==> src/design/tps_pkg.sv <==
// Shared types and constants of the timed pattern sequencer.
// Holds command codes, field widths and the controller/datapath interface structs.
// No dependencies.
`timescale 1ns / 1ps
`default_nettype none

package tps_pkg;

  localparam int unsigned MAX_STATES_DEF = 16;
  localparam int unsigned TIME_BITS_DEF  = 16;

  localparam int unsigned CMD_W     = 3;
  localparam int unsigned NUM_W     = 5;
  localparam int unsigned EIDX_W    = 4;
  localparam int unsigned MS_W      = 16;
  localparam int unsigned OUT_W     = 8;
  localparam int unsigned S_TDATA_W = 40;
  localparam int unsigned M_TDATA_W = 16;

  localparam logic [CMD_W-1:0] CMD_TICK    = 3'd0;
  localparam logic [CMD_W-1:0] CMD_WRITE   = 3'd1;
  localparam logic [CMD_W-1:0] CMD_LOAD    = 3'd2;
  localparam logic [CMD_W-1:0] CMD_ATOMIC  = 3'd3;
  localparam logic [CMD_W-1:0] CMD_START   = 3'd4;
  localparam logic [CMD_W-1:0] CMD_STOPEND = 3'd5;
  localparam logic [CMD_W-1:0] CMD_STOP    = 3'd6;
  localparam logic [CMD_W-1:0] CMD_CLEAR   = 3'd7;

  typedef struct packed {
    logic capture;
    logic mem_rd;
    logic div_load;
    logic div_step;
    logic commit;
  } ctrl_cmd_t;

  typedef struct packed {
    logic rd_tick;
    logic div_last;
    logic out_free;
  } ctrl_status_t;

endpackage

`default_nettype wire

==> src/design/tps_controller.sv <==
// Sequencing state machine of the timed pattern sequencer.
// Depends on tps_pkg for the command and status structs.
`timescale 1ns / 1ps
`default_nettype none

module tps_controller (
  input  wire logic                  clk_i,
  input  wire logic                  rst_ni,
  input  wire logic                  s_tvalid_i,
  output logic                       s_tready_o,
  input  wire tps_pkg::ctrl_status_t status_i,
  output tps_pkg::ctrl_cmd_t         cmd_o
);

  localparam logic [2:0] ST_IDLE = 3'd0;
  localparam logic [2:0] ST_DEC  = 3'd1;
  localparam logic [2:0] ST_DIVL = 3'd2;
  localparam logic [2:0] ST_DIV  = 3'd3;
  localparam logic [2:0] ST_FIN  = 3'd4;

  logic [2:0] state_q, state_d;

  always_ff @(posedge clk_i or negedge rst_ni) begin
    if (!rst_ni) begin
      state_q <= ST_IDLE;
    end else begin
      state_q <= state_d;
    end
  end

  always_comb begin
    state_d  = state_q;
    cmd_o    = '0;
    s_tready_o = 1'b0;
    case (state_q)
      ST_IDLE: begin
        s_tready_o = 1'b1;
        if (s_tvalid_i) begin
          cmd_o.capture = 1'b1;
          state_d = ST_DEC;
        end
      end
      ST_DEC: begin
        cmd_o.mem_rd = 1'b1;
        state_d = status_i.rd_tick ? ST_DIVL : ST_FIN;
      end
      ST_DIVL: begin
        cmd_o.div_load = 1'b1;
        state_d = ST_DIV;
      end
      ST_DIV: begin
        cmd_o.div_step = 1'b1;
        if (status_i.div_last) begin
          state_d = ST_FIN;
        end
      end
      ST_FIN: begin
        if (status_i.out_free) begin
          cmd_o.commit = 1'b1;
          state_d = ST_IDLE;
        end
      end
      default: begin
        state_d = ST_IDLE;
      end
    endcase
  end

endmodule

`default_nettype wire

==> src/design/tps_datapath.sv <==
// Datapath of the timed pattern sequencer: pattern table, period divider,
// sequencing state and the output register. Depends on tps_pkg.
`timescale 1ns / 1ps
`default_nettype none

module tps_datapath #(
  parameter int unsigned MAX_STATES = tps_pkg::MAX_STATES_DEF,
  parameter int unsigned TIME_BITS  = tps_pkg::TIME_BITS_DEF
) (
  input  wire logic                           clk_i,
  input  wire logic                           rst_ni,
  input  wire logic                           cfg_we_i,
  input  wire logic [tps_pkg::MS_W-1:0]       cfg_wdata_i,
  input  wire logic [tps_pkg::S_TDATA_W-1:0]  s_tdata_i,
  input  wire logic [tps_pkg::CMD_W-1:0]      s_tuser_i,
  input  wire tps_pkg::ctrl_cmd_t             cmd_i,
  output tps_pkg::ctrl_status_t               status_o,
  output logic                                m_tvalid_o,
  input  wire logic                           m_tready_i,
  output logic [tps_pkg::M_TDATA_W-1:0]       m_tdata_o
);

  localparam int unsigned IDX_W  = (MAX_STATES > 1) ? $clog2(MAX_STATES) : 1;
  localparam int unsigned CNT_W  = tps_pkg::NUM_W;
  localparam int unsigned DCNT_W = $clog2(TIME_BITS);
  localparam int unsigned MS_W   = tps_pkg::MS_W;
  localparam int unsigned OUT_W  = tps_pkg::OUT_W;
  localparam int unsigned ENT_W  = TIME_BITS + OUT_W;

  // Configuration.
  logic [MS_W-1:0] tick_q;

  always_ff @(posedge clk_i or negedge rst_ni) begin
    if (!rst_ni) begin
      tick_q <= MS_W'(1);
    end else if (cfg_we_i) begin
      tick_q <= (cfg_wdata_i == '0) ? MS_W'(1) : cfg_wdata_i;
    end
  end

  // Captured input transfer.
  logic [tps_pkg::CMD_W-1:0]  cmd_q;
  logic                       bank_q;
  logic [tps_pkg::EIDX_W-1:0] eidx_q;
  logic [TIME_BITS-1:0]       etime_q;
  logic [OUT_W-1:0]           eout_q;
  logic [CNT_W-1:0]           num_q;

  logic [TIME_BITS+MS_W-1:0]  etime_ext;
  logic [CNT_W-1:0]           num_raw;
  logic [CNT_W-1:0]           num_clamp;

  assign etime_ext = {TIME_BITS'(0), s_tdata_i[20:5]};
  assign num_raw   = s_tdata_i[33:29];
  assign num_clamp = (9'(num_raw) > 9'(MAX_STATES)) ? CNT_W'(MAX_STATES) : num_raw;

  always_ff @(posedge clk_i) begin
    if (cmd_i.capture) begin
      cmd_q   <= s_tuser_i;
      bank_q  <= s_tdata_i[0];
      eidx_q  <= s_tdata_i[4:1];
      etime_q <= etime_ext[TIME_BITS-1:0];
      eout_q  <= s_tdata_i[28:21];
      num_q   <= num_clamp;
    end
  end

  // Sequencing state.
  logic             start_q, start_d;
  logic             active_q, active_d;
  logic             fin_q, fin_d;
  logic             atomic_q, atomic_d;
  logic             stopend_q, stopend_d;
  logic             act_bank_q, act_bank_d;
  logic             pend_bank_q, pend_bank_d;
  logic [CNT_W-1:0] count_q, count_d;
  logic [CNT_W-1:0] pend_count_q, pend_count_d;
  logic [IDX_W-1:0] idx_q, idx_d;
  logic [TIME_BITS-1:0] ticks_q, ticks_d;
  logic [OUT_W-1:0] cur_out_q, cur_out_d;

  // Pattern table.
  logic [ENT_W-1:0] mem_q [2][MAX_STATES];
  logic [ENT_W-1:0] rdata_q;
  logic [IDX_W+tps_pkg::EIDX_W-1:0] widx_ext;
  logic [IDX_W-1:0] wr_idx;
  logic             wr_en;
  logic             rd_bank;
  logic [IDX_W-1:0] rd_idx;
  logic [TIME_BITS-1:0] rd_time;
  logic [OUT_W-1:0] rd_out;

  assign widx_ext = {IDX_W'(0), eidx_q};
  assign wr_idx   = widx_ext[IDX_W-1:0];
  assign wr_en    = cmd_i.commit && (cmd_q == tps_pkg::CMD_WRITE) &&
                    (9'(eidx_q) < 9'(MAX_STATES));
  assign rd_bank  = (cmd_q == tps_pkg::CMD_LOAD) ? bank_q : act_bank_q;
  assign rd_idx   = (cmd_q == tps_pkg::CMD_LOAD) ? IDX_W'(0) : idx_q;
  assign rd_time  = rdata_q[ENT_W-1:OUT_W];
  assign rd_out   = rdata_q[OUT_W-1:0];

  always_ff @(posedge clk_i) begin
    if (wr_en) begin
      mem_q[bank_q][wr_idx] <= {etime_q, eout_q};
    end
    if (cmd_i.mem_rd) begin
      rdata_q <= mem_q[rd_bank][rd_idx];
    end
  end

  // Restoring divider, one quotient bit per cycle.
  logic [MS_W-1:0]      rem_q;
  logic [TIME_BITS-1:0] quo_q;
  logic [DCNT_W-1:0]    dcnt_q;
  logic [MS_W:0]        trial;
  logic [MS_W:0]        diff;
  logic                 ge;

  assign trial = {rem_q, quo_q[TIME_BITS-1]};
  assign ge    = trial >= {1'b0, tick_q};
  assign diff  = trial - {1'b0, tick_q};

  always_ff @(posedge clk_i) begin
    if (cmd_i.div_load) begin
      rem_q  <= '0;
      quo_q  <= rd_time;
      dcnt_q <= '0;
    end else if (cmd_i.div_step) begin
      rem_q  <= ge ? diff[MS_W-1:0] : trial[MS_W-1:0];
      quo_q  <= {quo_q[TIME_BITS-2:0], ge};
      dcnt_q <= dcnt_q + DCNT_W'(1);
    end
  end

  // Item update.
  logic [TIME_BITS-1:0] period;
  logic [TIME_BITS-1:0] tl;
  logic [TIME_BITS-1:0] tl_dec;
  logic [IDX_W:0]       idx_inc;
  logic                 last_state;
  logic                 changed;
  logic                 done;

  assign period     = (quo_q == '0) ? TIME_BITS'(1) : quo_q;
  assign idx_inc    = {1'b0, idx_q} + (IDX_W + 1)'(1);
  assign last_state = 9'(idx_inc) >= 9'(count_q);
  assign tl         = start_q ? period : ticks_q;
  assign tl_dec     = tl - TIME_BITS'(1);

  always_comb begin
    start_d      = start_q;
    active_d     = active_q;
    fin_d        = fin_q;
    atomic_d     = atomic_q;
    stopend_d    = stopend_q;
    act_bank_d   = act_bank_q;
    pend_bank_d  = pend_bank_q;
    count_d      = count_q;
    pend_count_d = pend_count_q;
    idx_d        = idx_q;
    ticks_d      = ticks_q;
    cur_out_d    = cur_out_q;
    changed      = 1'b0;
    done         = 1'b0;
    case (cmd_q)
      tps_pkg::CMD_TICK: begin
        if (start_q) begin
          start_d   = 1'b0;
          active_d  = 1'b1;
          ticks_d   = period;
          cur_out_d = rd_out;
          changed   = 1'b1;
        end
        if (start_q || active_q) begin
          ticks_d = tl_dec;
          if (tl_dec == '0) begin
            if (last_state) begin
              fin_d = 1'b1;
              idx_d = '0;
              done  = 1'b1;
              if (atomic_q) begin
                atomic_d   = 1'b0;
                act_bank_d = pend_bank_q;
                count_d    = pend_count_q;
              end
              if (stopend_q) begin
                stopend_d = 1'b0;
                active_d  = 1'b0;
              end else begin
                start_d = 1'b1;
              end
            end else begin
              idx_d   = idx_inc[IDX_W-1:0];
              start_d = 1'b1;
            end
          end
        end
      end
      tps_pkg::CMD_WRITE: begin
      end
      tps_pkg::CMD_LOAD: begin
        if (num_q != '0) begin
          active_d   = 1'b0;
          fin_d      = 1'b0;
          atomic_d   = 1'b0;
          start_d    = 1'b1;
          act_bank_d = bank_q;
          count_d    = num_q;
          ticks_d    = '0;
          idx_d      = '0;
          cur_out_d  = rd_out;
        end
      end
      tps_pkg::CMD_ATOMIC: begin
        if (num_q != '0) begin
          pend_bank_d  = bank_q;
          pend_count_d = num_q;
          atomic_d     = 1'b1;
        end
      end
      tps_pkg::CMD_START: begin
        if (count_q != '0) begin
          start_d   = 1'b1;
          stopend_d = 1'b0;
        end
      end
      tps_pkg::CMD_STOPEND: begin
        stopend_d = 1'b1;
      end
      tps_pkg::CMD_STOP: begin
        start_d  = 1'b0;
        active_d = 1'b0;
      end
      tps_pkg::CMD_CLEAR: begin
        fin_d = 1'b0;
      end
      default: begin
      end
    endcase
  end

  always_ff @(posedge clk_i or negedge rst_ni) begin
    if (!rst_ni) begin
      start_q      <= 1'b0;
      active_q     <= 1'b0;
      fin_q        <= 1'b0;
      atomic_q     <= 1'b0;
      stopend_q    <= 1'b0;
      act_bank_q   <= 1'b0;
      pend_bank_q  <= 1'b0;
      count_q      <= '0;
      pend_count_q <= '0;
      idx_q        <= '0;
      ticks_q      <= '0;
      cur_out_q    <= '0;
    end else if (cmd_i.commit) begin
      start_q      <= start_d;
      active_q     <= active_d;
      fin_q        <= fin_d;
      atomic_q     <= atomic_d;
      stopend_q    <= stopend_d;
      act_bank_q   <= act_bank_d;
      pend_bank_q  <= pend_bank_d;
      count_q      <= count_d;
      pend_count_q <= pend_count_d;
      idx_q        <= idx_d;
      ticks_q      <= ticks_d;
      cur_out_q    <= cur_out_d;
    end
  end

  // Output register.
  logic             out_valid_q;
  logic [OUT_W-1:0] o_pat_q;
  logic             o_chg_q;
  logic             o_done_q;
  logic             o_run_q;
  logic             o_fin_q;
  logic             out_free;

  assign out_free = !out_valid_q || m_tready_i;

  always_ff @(posedge clk_i or negedge rst_ni) begin
    if (!rst_ni) begin
      out_valid_q <= 1'b0;
    end else if (cmd_i.commit) begin
      out_valid_q <= 1'b1;
    end else if (m_tready_i) begin
      out_valid_q <= 1'b0;
    end
  end

  always_ff @(posedge clk_i) begin
    if (cmd_i.commit) begin
      o_pat_q  <= cur_out_d;
      o_chg_q  <= changed;
      o_done_q <= done;
      o_run_q  <= active_d;
      o_fin_q  <= fin_d;
    end
  end

  assign m_tvalid_o = out_valid_q;
  assign m_tdata_o  = {4'b0, o_fin_q, o_run_q, o_done_q, o_chg_q, o_pat_q};

  assign status_o.rd_tick  = (cmd_q == tps_pkg::CMD_TICK) && start_q;
  assign status_o.div_last = dcnt_q == DCNT_W'(TIME_BITS - 1);
  assign status_o.out_free = out_free;

  // A result is only written into a free output slot.
  a_commit_free: assert property (@(posedge clk_i) disable iff (!rst_ni)
    cmd_i.commit |-> out_free)
    else $error("result committed over an untaken result");

  // The divider remainder stays below the divisor while it iterates.
  a_rem_bound: assert property (@(posedge clk_i) disable iff (!rst_ni)
    cmd_i.div_step |-> (rem_q < tick_q))
    else $error("divider remainder out of range");

  // A pending or running pattern always points inside its loaded length.
  a_idx_bound: assert property (@(posedge clk_i) disable iff (!rst_ni)
    (start_q || active_q) |-> (9'(idx_q) < 9'(count_q)))
    else $error("state index beyond pattern length");

  // A completed pattern reports the finished flag in the same result.
  a_done_fin: assert property (@(posedge clk_i) disable iff (!rst_ni)
    (out_valid_q && o_done_q) |-> o_fin_q)
    else $error("pattern done without finished flag");

endmodule

`default_nettype wire

==> src/design/timed_pattern_sequencer.sv <==
// Timed pattern sequencer: a tick that enters a new state passes from decode through the
// divider load and the period division (one quotient bit per cycle) to the result state,
// and every other command goes from decode straight to it; one item is worked on at a time.
// The next item is taken while an earlier result still waits in the output register.
// Reset (asynchronous, active low) stops the pattern, clears all flags and counters and
// sets tick_ms to one; the pattern table holds no defined contents until written.
`timescale 1ns / 1ps
`default_nettype none

module timed_pattern_sequencer #(
  parameter int unsigned MAX_STATES = tps_pkg::MAX_STATES_DEF,
  parameter int unsigned TIME_BITS  = tps_pkg::TIME_BITS_DEF
) (
  input  wire logic                          clk_i,
  input  wire logic                          rst_ni,
  input  wire logic                          cfg_we_i,
  input  wire logic [tps_pkg::MS_W-1:0]      cfg_wdata_i,
  input  wire logic                          s_axis_tvalid,
  output logic                               s_axis_tready,
  // bank, entry_index, entry_time_ms, entry_output, num_states, zero fill.
  input  wire logic [tps_pkg::S_TDATA_W-1:0] s_axis_tdata,
  // cmd.
  input  wire logic [tps_pkg::CMD_W-1:0]     s_axis_tuser,
  output logic                               m_axis_tvalid,
  input  wire logic                          m_axis_tready,
  // pattern_output, output_changed, pattern_done, running, finished, zero fill.
  output logic [tps_pkg::M_TDATA_W-1:0]      m_axis_tdata
);

  tps_pkg::ctrl_cmd_t    ctrl_cmd;
  tps_pkg::ctrl_status_t ctrl_status;

  tps_controller u_ctrl (
    .clk_i      (clk_i),
    .rst_ni     (rst_ni),
    .s_tvalid_i (s_axis_tvalid),
    .s_tready_o (s_axis_tready),
    .status_i   (ctrl_status),
    .cmd_o      (ctrl_cmd)
  );

  tps_datapath #(
    .MAX_STATES (MAX_STATES),
    .TIME_BITS  (TIME_BITS)
  ) u_dp (
    .clk_i       (clk_i),
    .rst_ni      (rst_ni),
    .cfg_we_i    (cfg_we_i),
    .cfg_wdata_i (cfg_wdata_i),
    .s_tdata_i   (s_axis_tdata),
    .s_tuser_i   (s_axis_tuser),
    .cmd_i       (ctrl_cmd),
    .status_o    (ctrl_status),
    .m_tvalid_o  (m_axis_tvalid),
    .m_tready_i  (m_axis_tready),
    .m_tdata_o   (m_axis_tdata)
  );

endmodule

`default_nettype wire

==> config.mk <==
export PLATFORM = sky130hd
export DESIGN_NAME = timed_pattern_sequencer
export DESIGN_NICKNAME = d
export VERILOG_FILES = /design/src/design/tps_pkg.sv /design/src/design/tps_controller.sv /design/src/design/tps_datapath.sv /design/src/design/timed_pattern_sequencer.sv
export SDC_FILE = /design/constraint.sdc
export NUM_CORES = 1
export LEC_CHECK = 0
export BUFFER_PORTS_ARGS = -buffer_cell sky130_fd_sc_hd__buf_2
export CAP_MARGIN = 10
export CORE_UTILIZATION = 66
export CTS_BUF_LIST = sky130_fd_sc_hd__clkbuf_8
export CTS_CLUSTER_SIZE = 24
export DETAILED_ROUTE_END_ITERATION = 8
export PLACE_DENSITY = 0.83
export SETUP_SLACK_MARGIN = 0.4
export SYNTH_ARGS = -nofsm -noshare
export SYNTH_HDL_FRONTEND = slang
export SYNTH_SLANG_ARGS = --single-unit
==> constraint.sdc <==
create_clock -name clk_i -period 7.8 [get_ports clk_i]
set_input_delay 1.56 -clock clk_i [delete_from_list [all_inputs] [get_ports clk_i]]
set_output_delay 1.56 -clock clk_i [all_outputs]
set_load 0.005 [all_outputs]
==> flow_metrics.py, run 1 <==
metrics = {
    "run_status": {
        "status": "finished clean",
    },
    "setup_path": {
        "ff2ff_setup_slack_ns": 3.39,
        "end_kind": "flip-flop",
        "crit_type": "reg2reg",
        "crit_fanout": 24,
        "cp.arrival_ns": 4.81,
        "cp.required_ns": 8.20,
        "critPathLaunchType": "flip-flop",
    },
    "layout": {
        "final_cells": 3107,
        "drive_gt1_share_pct": 25.0,
        "nNetsFinal": 2324,
        "area_growth_pct": 10.1,
    },
    "global_route": {
        "grt_pass1_wl_um": 124000,
        "grt_pass1_vias": 20900,
        "grt_max_degree": 162,
        "grt.busiest_layer": "met2",
        "grt_usage_pct": 28.4,
        "antenna_found_initial": 3,
        "met2_usage_pct": 45.4,
        "gr-usage-met1_pct": 38.9,
        "use_met3_pct": 5.21,
        "grt_overflow": 0,
    },
    "run": {
        "cap_violations": 0,
    },
    "min_path": {
        "hold_class": "reg2reg",
    },
    "floorplanning": {
        "rows": 88,
        "die_y_um": 244,
        "start_util_pct": 66.9,
        "boundaryPins": 82,
        "core_um2": 57800,
        "dieWidth_um": 244,
        "dieArea_um2": 59600,
    },
    "drt": {
        "dr.pass1.iters": 5,
        "wl_um": 81300,
        "via_per_inst": 6.53,
        "drt.antenna.violating_nets": 0,
        "drt_iter0_drc": 2215,
        "num_vias": 20300,
        "routedWlPerCell_um": 26.2,
        "drc": 0,
    },
    "clock_network": {
        "numCtsBuffers": 144,
        "clk_latency_ns": 0.81,
        "clk_pin_slew_ns": 0.06,
        "post_cts_buffers": 0,
        "clockRootBuffer": "clkbuf_8",
        "ctsHoldBuffers": 0,
        "cts.sink_count": 942,
        "clockBufferDepth": 3,
        "htreeDepth": 4,
        "cts_tree": "built",
        "ctsResizeCount": 0,
    },
    "logic_synthesis": {
        "ys_seq_elements": 942,
        "ys_top_cells_by_count": "edfxtp_1 (857), mux4_2 (192), mux2i_1 (161), nand2_1 (112), nor2_1 (83)",
        "synth_edf_count": 857,
        "synth-simple-area-share_pct": 4.65,
        "yosys.area.top_type": "edfxtp_1",
        "synth_most_common_cell": "edfxtp_1",
        "netlist_top_cells_area": "edfxtp_1 (67%), mux4_2 (11%), mux2i_1 (4.2%), dfrtp_1 (4.1%), mux2_2 (1.6%)",
        "syn_area_per_cell_um2": 18.4,
        "yosysTopAreaCellShare_pct": 66.6,
        "synth_xor_xnor_area_share_pct": 0.589,
        "synthAdderAreaFrac_pct": 0.861,
        "synth_ff_type": "edfxtp_1",
        "ys_seq_area_share_pct": 71.8,
        "synth_compound_area_share_pct": 3.45,
        "syn-cell-area_um2": 38700,
        "syn_inst": 2100,
        "synthArstFlopShare_pct": 6.90,
        "synth-warning-count": 0,
        "synth_top_family_by_area": "multiplexers",
        "synthMuxAreaShare_pct": 17.0,
        "synth.distinct_cells": 85,
    },
    "pwr": {
        "seqPwrFrac_pct": 54.3,
        "leakage_nw": 15.1,
        "switchingPower_mw": 3.27,
        "pwr-share-comb_pct": 14.0,
        "peakVddDrop_mv": 0.290,
        "swShare_pct": 27.7,
        "internal_power_mw": 8.55,
        "power_frac_clock_pct": 31.6,
        "power_density_nw_per_um2": 278,
    },
    "sta": {
        "slew_violations": 0,
        "finClkSkew_ns": 0.0277,
        "rsz0062_at_grt": "no",
        "slew_headroom_pct": 17.1,
        "layout_worst_path_cycle_share_pct": 56.6,
        "fmax_mhz": 227,
        "hold_ws_ns": 0.469,
        "finalSetupTns_ns": 0,
        "max_slew.worst_pin.slew_ns": 1.24,
        "period_needed_ns": 4.41,
        "setup_violations": 0,
        "hold_viol_final": 0,
    },
    "placement": {
        "io_buffers": 71,
        "place_hpwl_um": 47800,
        "gp_congestion": 0.885,
        "dp.cells": 2853,
    },
}
[per-layer routing]
| metal | wire (um) | share of wire (%) | up-vias |
|---|---|---|---|
| met2 | 40400 | 50 | 941 |
| li1 | - | - | 8754 |
| met3 | 6240 | 7.7 | 158 |
| met4 | 2400 | 2.9 | 0 |
| met5 | 0 | 0 | - |
| met1 | 32200 | 40 | 10400 |
[cell usage in the layout, fill, tap and decap left out, types with 6 or more instances in the layout]
master      n
nor4_1     10
a221oi_1    6
xnor2_1    21
mux2i_1   160
dfxtp_1    20
nand4_1     8
nor3b_1     9
dfrtp_1    63
nor2_1     50
o211ai_1   31
or3_1       6
buf_4      20
inv_8       6
o21ai_0    41
clkbuf_8  148
nand2_1   109
a22o_1      7
clkinv_1   38
mux2_2     56
nor2_4     28
buf_2      71
ha_1       25
clkinv_2   12
o31ai_1    12
inv_1      76
mux4_2    192
nor3_1     32
a21oi_1    28
nand3_1    32
edfxtp_1  857
nand2b_1    9
nor2b_1    15
[critical path, stage by stage (launching register included)]
cell and delay [ns]:
dfrtp_1 0.61, nor3b_1 0.36, nand2_1 0.40, inv_1 0.18, nand3_1 0.18, nor2_1 0.37
nand3_1 0.75, nor2_4 1.15
[power groups by stage]
stage / Clock [mW] / Combinational [mW] / Sequential, mW
after global placement: 0 / 1.59 / 6.48
after floorplan: 0 / 1.24 / 6.31
after detailed placement: 0 / 1.65 / 6.51
after global routing: 3.99 / 1.79 / 6.46
after CTS: 3.79 / 1.66 / 6.41
final: 3.74 / 1.66 / 6.42
[path summary, 6_finish.rpt]
| check | cells after the start | endpoint | from |
|---|---|---|---|
| worst min register to register | 2 | u_dp.dcnt_q[1] | u_dp.dcnt_q[1] |
| max in group asynchronous | 2 | u_dp.start_q | rst_ni |
| worst max register to register | 7 | u_dp.mem_q[0][295] | u_ctrl.state_q[0] |
| min in group asynchronous | 2 | u_dp.tick_q[5] | rst_ni |
| worst max-delay path | 7 | u_dp.mem_q[0][295] | u_ctrl.state_q[0] |
| worst min-delay path | 2 | u_dp.dcnt_q[1] | u_dp.dcnt_q[1] |
[logic make-up (layout without fill, tap and decap cells)]
logic type,Yosys count,after routing
other cells,1,5
buf+inv,147,385
xor+xnor,26,26
flops,942,942
mux,410,410
fa+ha+maj,26,26
simple gates,358,358
compound gates,190,190
[final cells by class]
| type | instances | area (um2) |
|---|---|---|
| inverter | 37 | 139 |
| clock inverter | 105 | 557 |
| timing repair buffer | 95 | 586 |
| multi-input combinational | 1014 | 10600 |
| fill | 3252 | 15200 |
| clock buffer | 148 | 2040 |
| sequential | 942 | 27800 |
| antenna | 1 | 2.50 |
| tap | 765 | 957 |
[registers in the layout (all words and copies together), names as in the netlist, 5 cells and up]
signal             count
u_dp.rem_q            16
u_dp.o_pat_q           8
u_dp.mem_q           768
u_dp.cur_out_q         8
u_dp.num_q             5
u_dp.etime_q          16
u_dp.count_q           5
u_dp.pend_count_q      5
u_dp.rdata_q          24
u_dp.eout_q            8
u_dp.quo_q            16
u_dp.tick_q           16
u_dp.ticks_q          16
[per-stage QoR]
| stage | worst slack [ns] | power (mW) | area, um2 | utilization (%) |
|---|---|---|---|---|
| global route | 3.19 | 12.2 | 42600 | 73.7 |
| finish | 3.39 | 11.8 | 42600 | 73.7 |
| floorplan | 3.69 | 7.55 | 38700 | - |
| CTS | 3.44 | 11.9 | 42600 | 73.7 |
| detailed placement | 2.67 | 8.16 | 40000 | 69.2 |
| global placement | 2.81 | 8.07 | 40000 | 69.2 |
(Power assumes the default switching activity.)
==> run 2, diff against run 1 <==
- CORE_UTILIZATION: 66 -> 65
- PLACE_DENSITY: 0.83 -> 0.82
- clock period: 7.8 -> 4.15 ns (I/O delays scaled with it)
==> run 2 against run 1 <==
Against the previous run: clock power rose by 92%; global-route usage increased by 1.5 points; critical path depth rose by 3; total power grew 91%; sequential power is 87% higher; hold slack lost 0.33 ns; combinational power up 100%; design area rose by 2.4%; non-clock buffer count up 73; die area is 1.5% higher; largest cell class unchanged.
==> flow_metrics.py, run 2 (same netlist as run 1, synthesis figures left out) <==
metrics = {
    "run_status": {
        "status": "finished clean",
    },
    "global_route": {
        "grt_max_degree": 41,
        "grt_usage_pct": 29.9,
        "grt_overflow": 0,
        "antenna_found_initial": 2,
        "grt_pass1_wl_um": 130000,
        "grt_pass1_vias": 21200,
    },
    "placement": {
        "place_hpwl_um": 54200,
        "gp_congestion": 0.872,
        "place_ws_ns": 0.527,
        "dp.cells": 2934,
        "io_buffers": 71,
    },
    "setup_path": {
        "cp_cell_sequence": "nor3b_1, nand2_1, inv_1, nand3_1, nand2b_1, nor2_1, nand2_1, buf_4, nor2_4, buf_4",
        "endpoint": "u_dp.mem_q[0][156]",
        "crit_fanout": 16,
        "crit_path_max_incr_delay_ns": 0.55,
        "cp.arrival_ns": 3.96,
        "reg2reg_to": "u_dp.mem_q[0][156]",
        "crit_type": "reg2reg",
        "critPathLaunchType": "flip-flop",
        "startpoint": "u_ctrl.state_q[1]",
        "slowest_stage": "nor3b_1",
        "crit-reg2reg-launch": "u_ctrl.state_q[1]",
        "reg2regPathDepth": 10,
        "ff2ff_setup_slack_ns": 0.62,
        "end_kind": "flip-flop",
        "cp.required_ns": 4.58,
    },
    "sta": {
        "rsz0062_at_grt": "no",
        "hold_ws_ns": 0.141,
        "finalSetupTns_ns": 0,
        "slew_violations": 0,
        "layout_worst_path_cycle_share_pct": 85.0,
        "period_needed_ns": 3.53,
        "fmax_mhz": 284,
        "finalWorstSetupSlack_ns": 0.623,
        "slew_headroom_pct": 15.0,
        "max_slew.worst_pin.slew_ns": 1.28,
        "hold_viol_final": 0,
        "setup_violations": 0,
        "finClkSkew_ns": 0.0382,
    },
    "pwr": {
        "power_frac_clock_pct": 31.8,
        "switchingPower_mw": 6.26,
        "peakVddDrop_mv": 0.526,
        "power_density_nw_per_um2": 516,
        "pwr-share-comb_pct": 14.7,
        "swShare_pct": 27.8,
        "seqPwrFrac_pct": 53.4,
        "leakage_nw": 15.7,
        "internal_power_mw": 16.3,
    },
    "drt": {
        "routedWlPerCell_um": 27.4,
        "drt.antenna.violating_nets": 0,
        "num_vias": 21000,
        "dr.pass1.iters": 6,
        "drt_iter0_drc": 2410,
        "wl_um": 87900,
        "drc": 0,
        "via_per_inst": 6.56,
    },
    "floorplanning": {
        "rows": 89,
        "dieWidth_um": 246,
        "core_um2": 58900,
        "die_y_um": 246,
        "dieArea_um2": 60500,
        "start_util_pct": 65.6,
        "boundaryPins": 82,
    },
    "clock_network": {
        "clk_pin_slew_ns": 0.06,
        "ctsResizeCount": 0,
        "cts.sink_count": 942,
        "clockBufferDepth": 3,
        "clockRootBuffer": "clkbuf_8",
        "ctsHoldBuffers": 0,
        "numCtsBuffers": 147,
        "clk_latency_ns": 0.79,
        "post_cts_buffers": 0,
        "htreeDepth": 4,
        "cts_tree": "built",
    },
    "layout": {
        "regMostFlops": "u_dp.mem_q",
        "nNetsFinal": 2400,
        "area_growth_pct": 12.8,
        "multi_input_area_um2": 10600,
        "final_cells": 3204,
        "mostFrequentLayoutCells": "edfxtp_1 (857), mux4_2 (192), mux2i_1 (160)",
        "regArea_um2": 27800,
        "largest_reg_flops": 768,
        "final_common_cell": "edfxtp_1",
        "fillers": 3149,
        "drive_gt1_share_pct": 27.6,
        "largestRegisters": "u_dp.mem_q (768), u_dp.rdata_q (24)",
    },
    "min_path": {
        "hold_class": "in2async",
    },
    "run": {
        "cap_violations": 0,
    },
}
## run 2: cell type report
cell class,instances,area share [%]
Antenna cell,3,0.0172
Clock buffer,153,4.83
Clock inverter,114,1.39
Inverter,37,0.318
Multi-Input combinational cell,1014,24.2
Sequential cell,942,63.6
Tap cell,773,2.22
Timing Repair Buffer,168,3.37
## run 2: critical path: cells and delay by family, from the launching register on
kind | cells | cell delay [ns]
buffers and inverters | 3 | 0.75
DFF | 1 | 0.48
and+or+nand+nor | 7 | 1.95
## run 2: per-layer routing
metal	up-vias	wire, um	part of all wire [%]	GRT usage [%]
met4	0	2660	3.0	11.7
met1	10700	33700	38	41.1
met5	-	0	0	0
li1	8927	-	-	-
met3	190	7980	9.1	6.20
met2	1238	43600	50	47.6
## run 2: worst min-delay path by stage
stage                      startpoint                 to  slack (ns)  depth (start not counted)
floorplan              u_dp.dcnt_q[1]     u_dp.dcnt_q[1]        0.44                          2
global placement       u_dp.dcnt_q[1]     u_dp.dcnt_q[1]        0.45                          2
detailed placement  u_dp.cur_out_q[3]  u_dp.cur_out_q[3]        0.46                          2
CTS                            rst_ni     u_dp.tick_q[7]        0.11                          1
global route          s_axis_tdata[4]     u_dp.eidx_q[3]        0.17                          1
finish                         rst_ni     u_dp.tick_q[7]        0.14                          1
## run 2: per-stage QoR
stage          utilization [%]  area [um2]  total power, mW
6_report                  74.1       43600             22.5
3_3_place_gp              69.5       40900             15.4
5_1_grt                   74.1       43600             23.4
2_1_floorplan                -       38700             14.2
3_5_place_dp              69.5       40900             15.5
4_1_cts                   74.1       43600             22.6
## run 2: power by group through the flow
stage                     combinational, mW  sequential, mW  clock [mW]
final                                  3.32            12.0        7.17
after floorplan                        2.33            11.9           0
after global routing                   3.57            12.1        7.69
after detailed placement               3.29            12.2           0
after global placement                 3.21            12.1           0
after CTS                              3.31            12.0        7.26
==> run 3, diff against run 2 <==
- ABC_AREA: unset -> 1
- CORE_UTILIZATION: 65 -> 59
- PLACE_DENSITY: 0.82 -> 0.79
- clock period: 4.15 -> 3.1 ns (I/O delays scaled with it)
==> run 3 against run 2 <==
Against the previous run: synthesized area is 0.50% higher; critical endpoint is now u_dp.count_q[2]; clock skew is 0.0083 ns higher; critical path depth is 10 higher; hold slack worse by 0.089 ns; sequential power is 38% higher; largest cell class unchanged; count of clock-buffer cells in the layout is 2 lower; design area is 4.1% higher.
==> flow_metrics.py, run 3 <==
metrics = {
    "setup_path": {
        "startpoint": "u_dp.quo_q[15]",
        "crit_path_max_incr_delay_ns": 0.43,
        "critPathLaunchType": "flip-flop",
        "crit-reg2reg-launch": "u_dp.quo_q[15]",
        "cpMostUsedCell": "nand2_1",
        "reg2regPathDepth": 20,
        "slowest_stage": "edfxtp_1",
        "cp_top_family": "simple AND/OR/NAND/NOR gates",
        "cp.depth": 20,
        "end_kind": "flip-flop",
        "cp.arrival_ns": 3.44,
        "crit_type": "reg2reg",
        "worst-path-buf-inv": 0,
        "cp_cell_sequence": "nor2_1, nand2_1, nor2_2, nand2_1, nand2_1, nand2_2, ha_4, nand3_4, nor2_4, nand2_4, nor2_4, nand3_2, nand2_1, nand3_2, nor2_4, nand4_1, nand2_4, nand3_4, nand2_2, nand2_2",
        "cp.required_ns": 3.77,
        "crit_fanout": 6,
    },
    "floorplanning": {
        "die_y_um": 259,
        "dieArea_um2": 66900,
        "rows": 93,
        "dieWidth_um": 259,
        "boundaryPins": 82,
        "core_um2": 64800,
        "start_util_pct": 60.0,
    },
    "drt": {
        "drc": 0,
        "via_per_inst": 6.31,
        "routedWlPerCell_um": 23.2,
        "drt.antenna.violating_nets": 0,
        "wl_um": 101000,
        "drt_iter0_drc": 3568,
        "num_vias": 27500,
        "dr.pass1.iters": 6,
    },
    "sta": {
        "setup_violations": 0,
        "fmax_mhz": 361,
        "rsz0062_at_grt": "yes",
        "max_slew.worst_pin.slew_ns": 1.23,
        "finalWorstSetupSlack_ns": 0.328,
        "hold_viol_final": 0,
        "slew_violations": 0,
        "hold_ws_ns": 0.0521,
        "finalSetupTns_ns": 0,
        "period_needed_ns": 2.77,
        "finClkSkew_ns": 0.0464,
        "slew_headroom_pct": 18.0,
        "layout_worst_path_cycle_share_pct": 89.4,
    },
    "layout": {
        "largestRegisters": "u_dp.mem_q (768), u_dp.rdata_q (24)",
        "regMostFlops": "u_dp.mem_q",
        "final_common_cell": "edfxtp_1",
        "largest_reg_flops": 768,
        "mostFrequentLayoutCells": "edfxtp_1 (857), nor2_1 (579), nand2_1 (282)",
        "final_util_pct": 70.1,
        "final_cells": 4360,
        "area_growth_pct": 16.9,
        "fillers": 4087,
        "fin_area_um2": 45400,
        "nNetsFinal": 3486,
        "drive_gt1_share_pct": 16.0,
    },
    "min_path": {
        "hp-start": "s_axis_tdata[14]",
        "hold_depth": 1,
        "hold_class": "in2reg",
    },
    "clock_network": {
        "htreeDepth": 4,
        "clockRootBuffer": "clkbuf_8",
        "cts_tree": "built",
        "cts.sink_count": 942,
        "clk_latency_ns": 0.83,
        "clk_pin_slew_ns": 0.06,
        "clockBufferDepth": 3,
        "numCtsBuffers": 148,
    },
    "global_route": {
        "grt_max_degree": 66,
        "grt_usage_pct": 29.9,
        "antenna_found_initial": 3,
        "grt_overflow": 0,
        "grt_pass1_wl_um": 150000,
        "grt_pass1_vias": 26600,
    },
    "logic_synthesis": {
        "yosysTopAreaCellShare_pct": 66.2,
        "synth_ff_type": "edfxtp_1",
        "synth_most_common_cell": "edfxtp_1",
        "ys_seq_area_share_pct": 71.4,
        "syn_area_per_cell_um2": 12.4,
        "ys_top_cells_by_count": "edfxtp_1 (857), nor2_1 (619), nand2_1 (296), o21ai_0 (273), clkbuf_1 (146)",
        "synth-warning-count": 0,
        "synthArstFlopShare_pct": 6.90,
        "yosys.area.top_type": "edfxtp_1",
        "syn-cell-area_um2": 38900,
        "syn_inst": 3124,
        "synth_edf_count": 857,
        "netlist_top_cells_area": "edfxtp_1 (66%), nor2_1 (6.0%), dfrtp_1 (4.1%), o21ai_0 (3.5%), nand2_1 (2.9%)",
        "synth.distinct_cells": 49,
        "ys_seq_elements": 942,
    },
    "pwr": {
        "pwr-share-comb_pct": 28.8,
        "internal_power_mw": 24.0,
        "leakage_nw": 16.1,
        "power_frac_clock_pct": 26.0,
        "power.total_mw": 36.6,
        "swShare_pct": 34.4,
        "peakVddDrop_mv": 0.596,
        "seqPwrFrac_pct": 45.2,
        "power_density_nw_per_um2": 805,
        "switchingPower_mw": 12.6,
    },
    "placement": {
        "place_ws_ns": 0.131,
        "gp_congestion": 0.904,
        "io_buffers": 71,
        "postPlaceCellArea_um2": 41600,
        "dp.cells": 4022,
        "place_hpwl_um": 60000,
    },
    "run_status": {
        "status": "finished clean",
    },
    "run": {
        "cap_violations": 0,
    },
}
run 3: cell count changes in the layout (fill, tap and decap cells not counted), moves of 94 or more:
cell / previous run / this run
mux2i_1: 160 / 0
o21bai_1: 2 / 96
inv_1: 82 / 178
o21ai_0: 41 / 268
nor2_1: 50 / 579
nand2_1: 109 / 282
mux4_2: 192 / 0
run 3: timing repair:
action                                  in CTS  in global routing
hold endpoints to repair                    56                  1
setup buffers                               25                  5
pin swaps                                   22                 29
gates resized for setup                     31                 78
hold buffers                                42                  1
gates cloned                                 2                  4
endpoints found under the setup margin     105                409
run 3: worst reg2reg max path: stages, from the launching register on:
cell and delay [ns]:
edfxtp_1 0.43, nor2_1 0.07, nand2_1 0.08, nor2_2 0.04, nand2_1 0.06, nand2_1 0.06
nand2_2 0.11, ha_4 0.16, nand3_4 0.07, nor2_4 0.15, nand2_4 0.10, nor2_4 0.16
nand3_2 0.08, nand2_1 0.11, nand3_2 0.11, nor2_4 0.14, nand4_1 0.21, nand2_4 0.20
nand3_4 0.13, nand2_2 0.12, nand2_2 0.05
run 3: power groups by stage:
stage / clock network (mW) / registers (mW) / logic (mW)
finish: 9.50 / 16.5 / 10.5
global placement: 0 / 16.7 / 8.82
CTS: 9.57 / 16.5 / 9.88
floorplan: 0 / 16.3 / 6.32
global route: 10.1 / 16.6 / 11.4
detailed placement: 0 / 16.7 / 9.27
run 3: kinds of logic after synthesis:
kind of cell	synth area share, %
AND/OR/NAND/NOR	10.9
flip-flops	71.4
AO/OA/AOI/OAI	13.0
buffers and inverters	3.35
adder cells (fa/ha/maj)	0.856
XOR/XNOR	0.470
other	0.00965
run 3: area by class of cell:
type                            instances  area [um2]  share of cell area (%)
Sequential cell                       942       27800                    61.1
Multi-Input combinational cell       1857       10200                    22.4
Timing Repair Buffer                  319        3280                    7.23
Clock buffer                          151        2080                    4.57
Tap cell                              855        1070                    2.35
Clock inverter                        107         557                    1.23
Inverter                              128         522                    1.15
Antenna cell                            1        2.50                 0.00551
run 3: worst paths after layout:
check | to | slack (ns)
setup reg to reg | u_dp.count_q[2] | 0.33
max in group asynchronous | u_dp.tick_q[0] | 2.02
hold / removal | u_dp.etime_q[9] | 0.05
setup / recovery | u_dp.count_q[2] | 0.33
min in group asynchronous | u_dp.ticks_q[0] | 0.29
hold reg to reg | u_dp.rem_q[15] | 0.47
run 3: layer usage:
metal	up-vias	track usage [%]	share of wire, %
li1	12100	-	-
met1	13400	38.8	37
met2	1706	48.3	48
met3	305	6.66	11
met4	4	13.6	4.0
met5	-	0	0.027
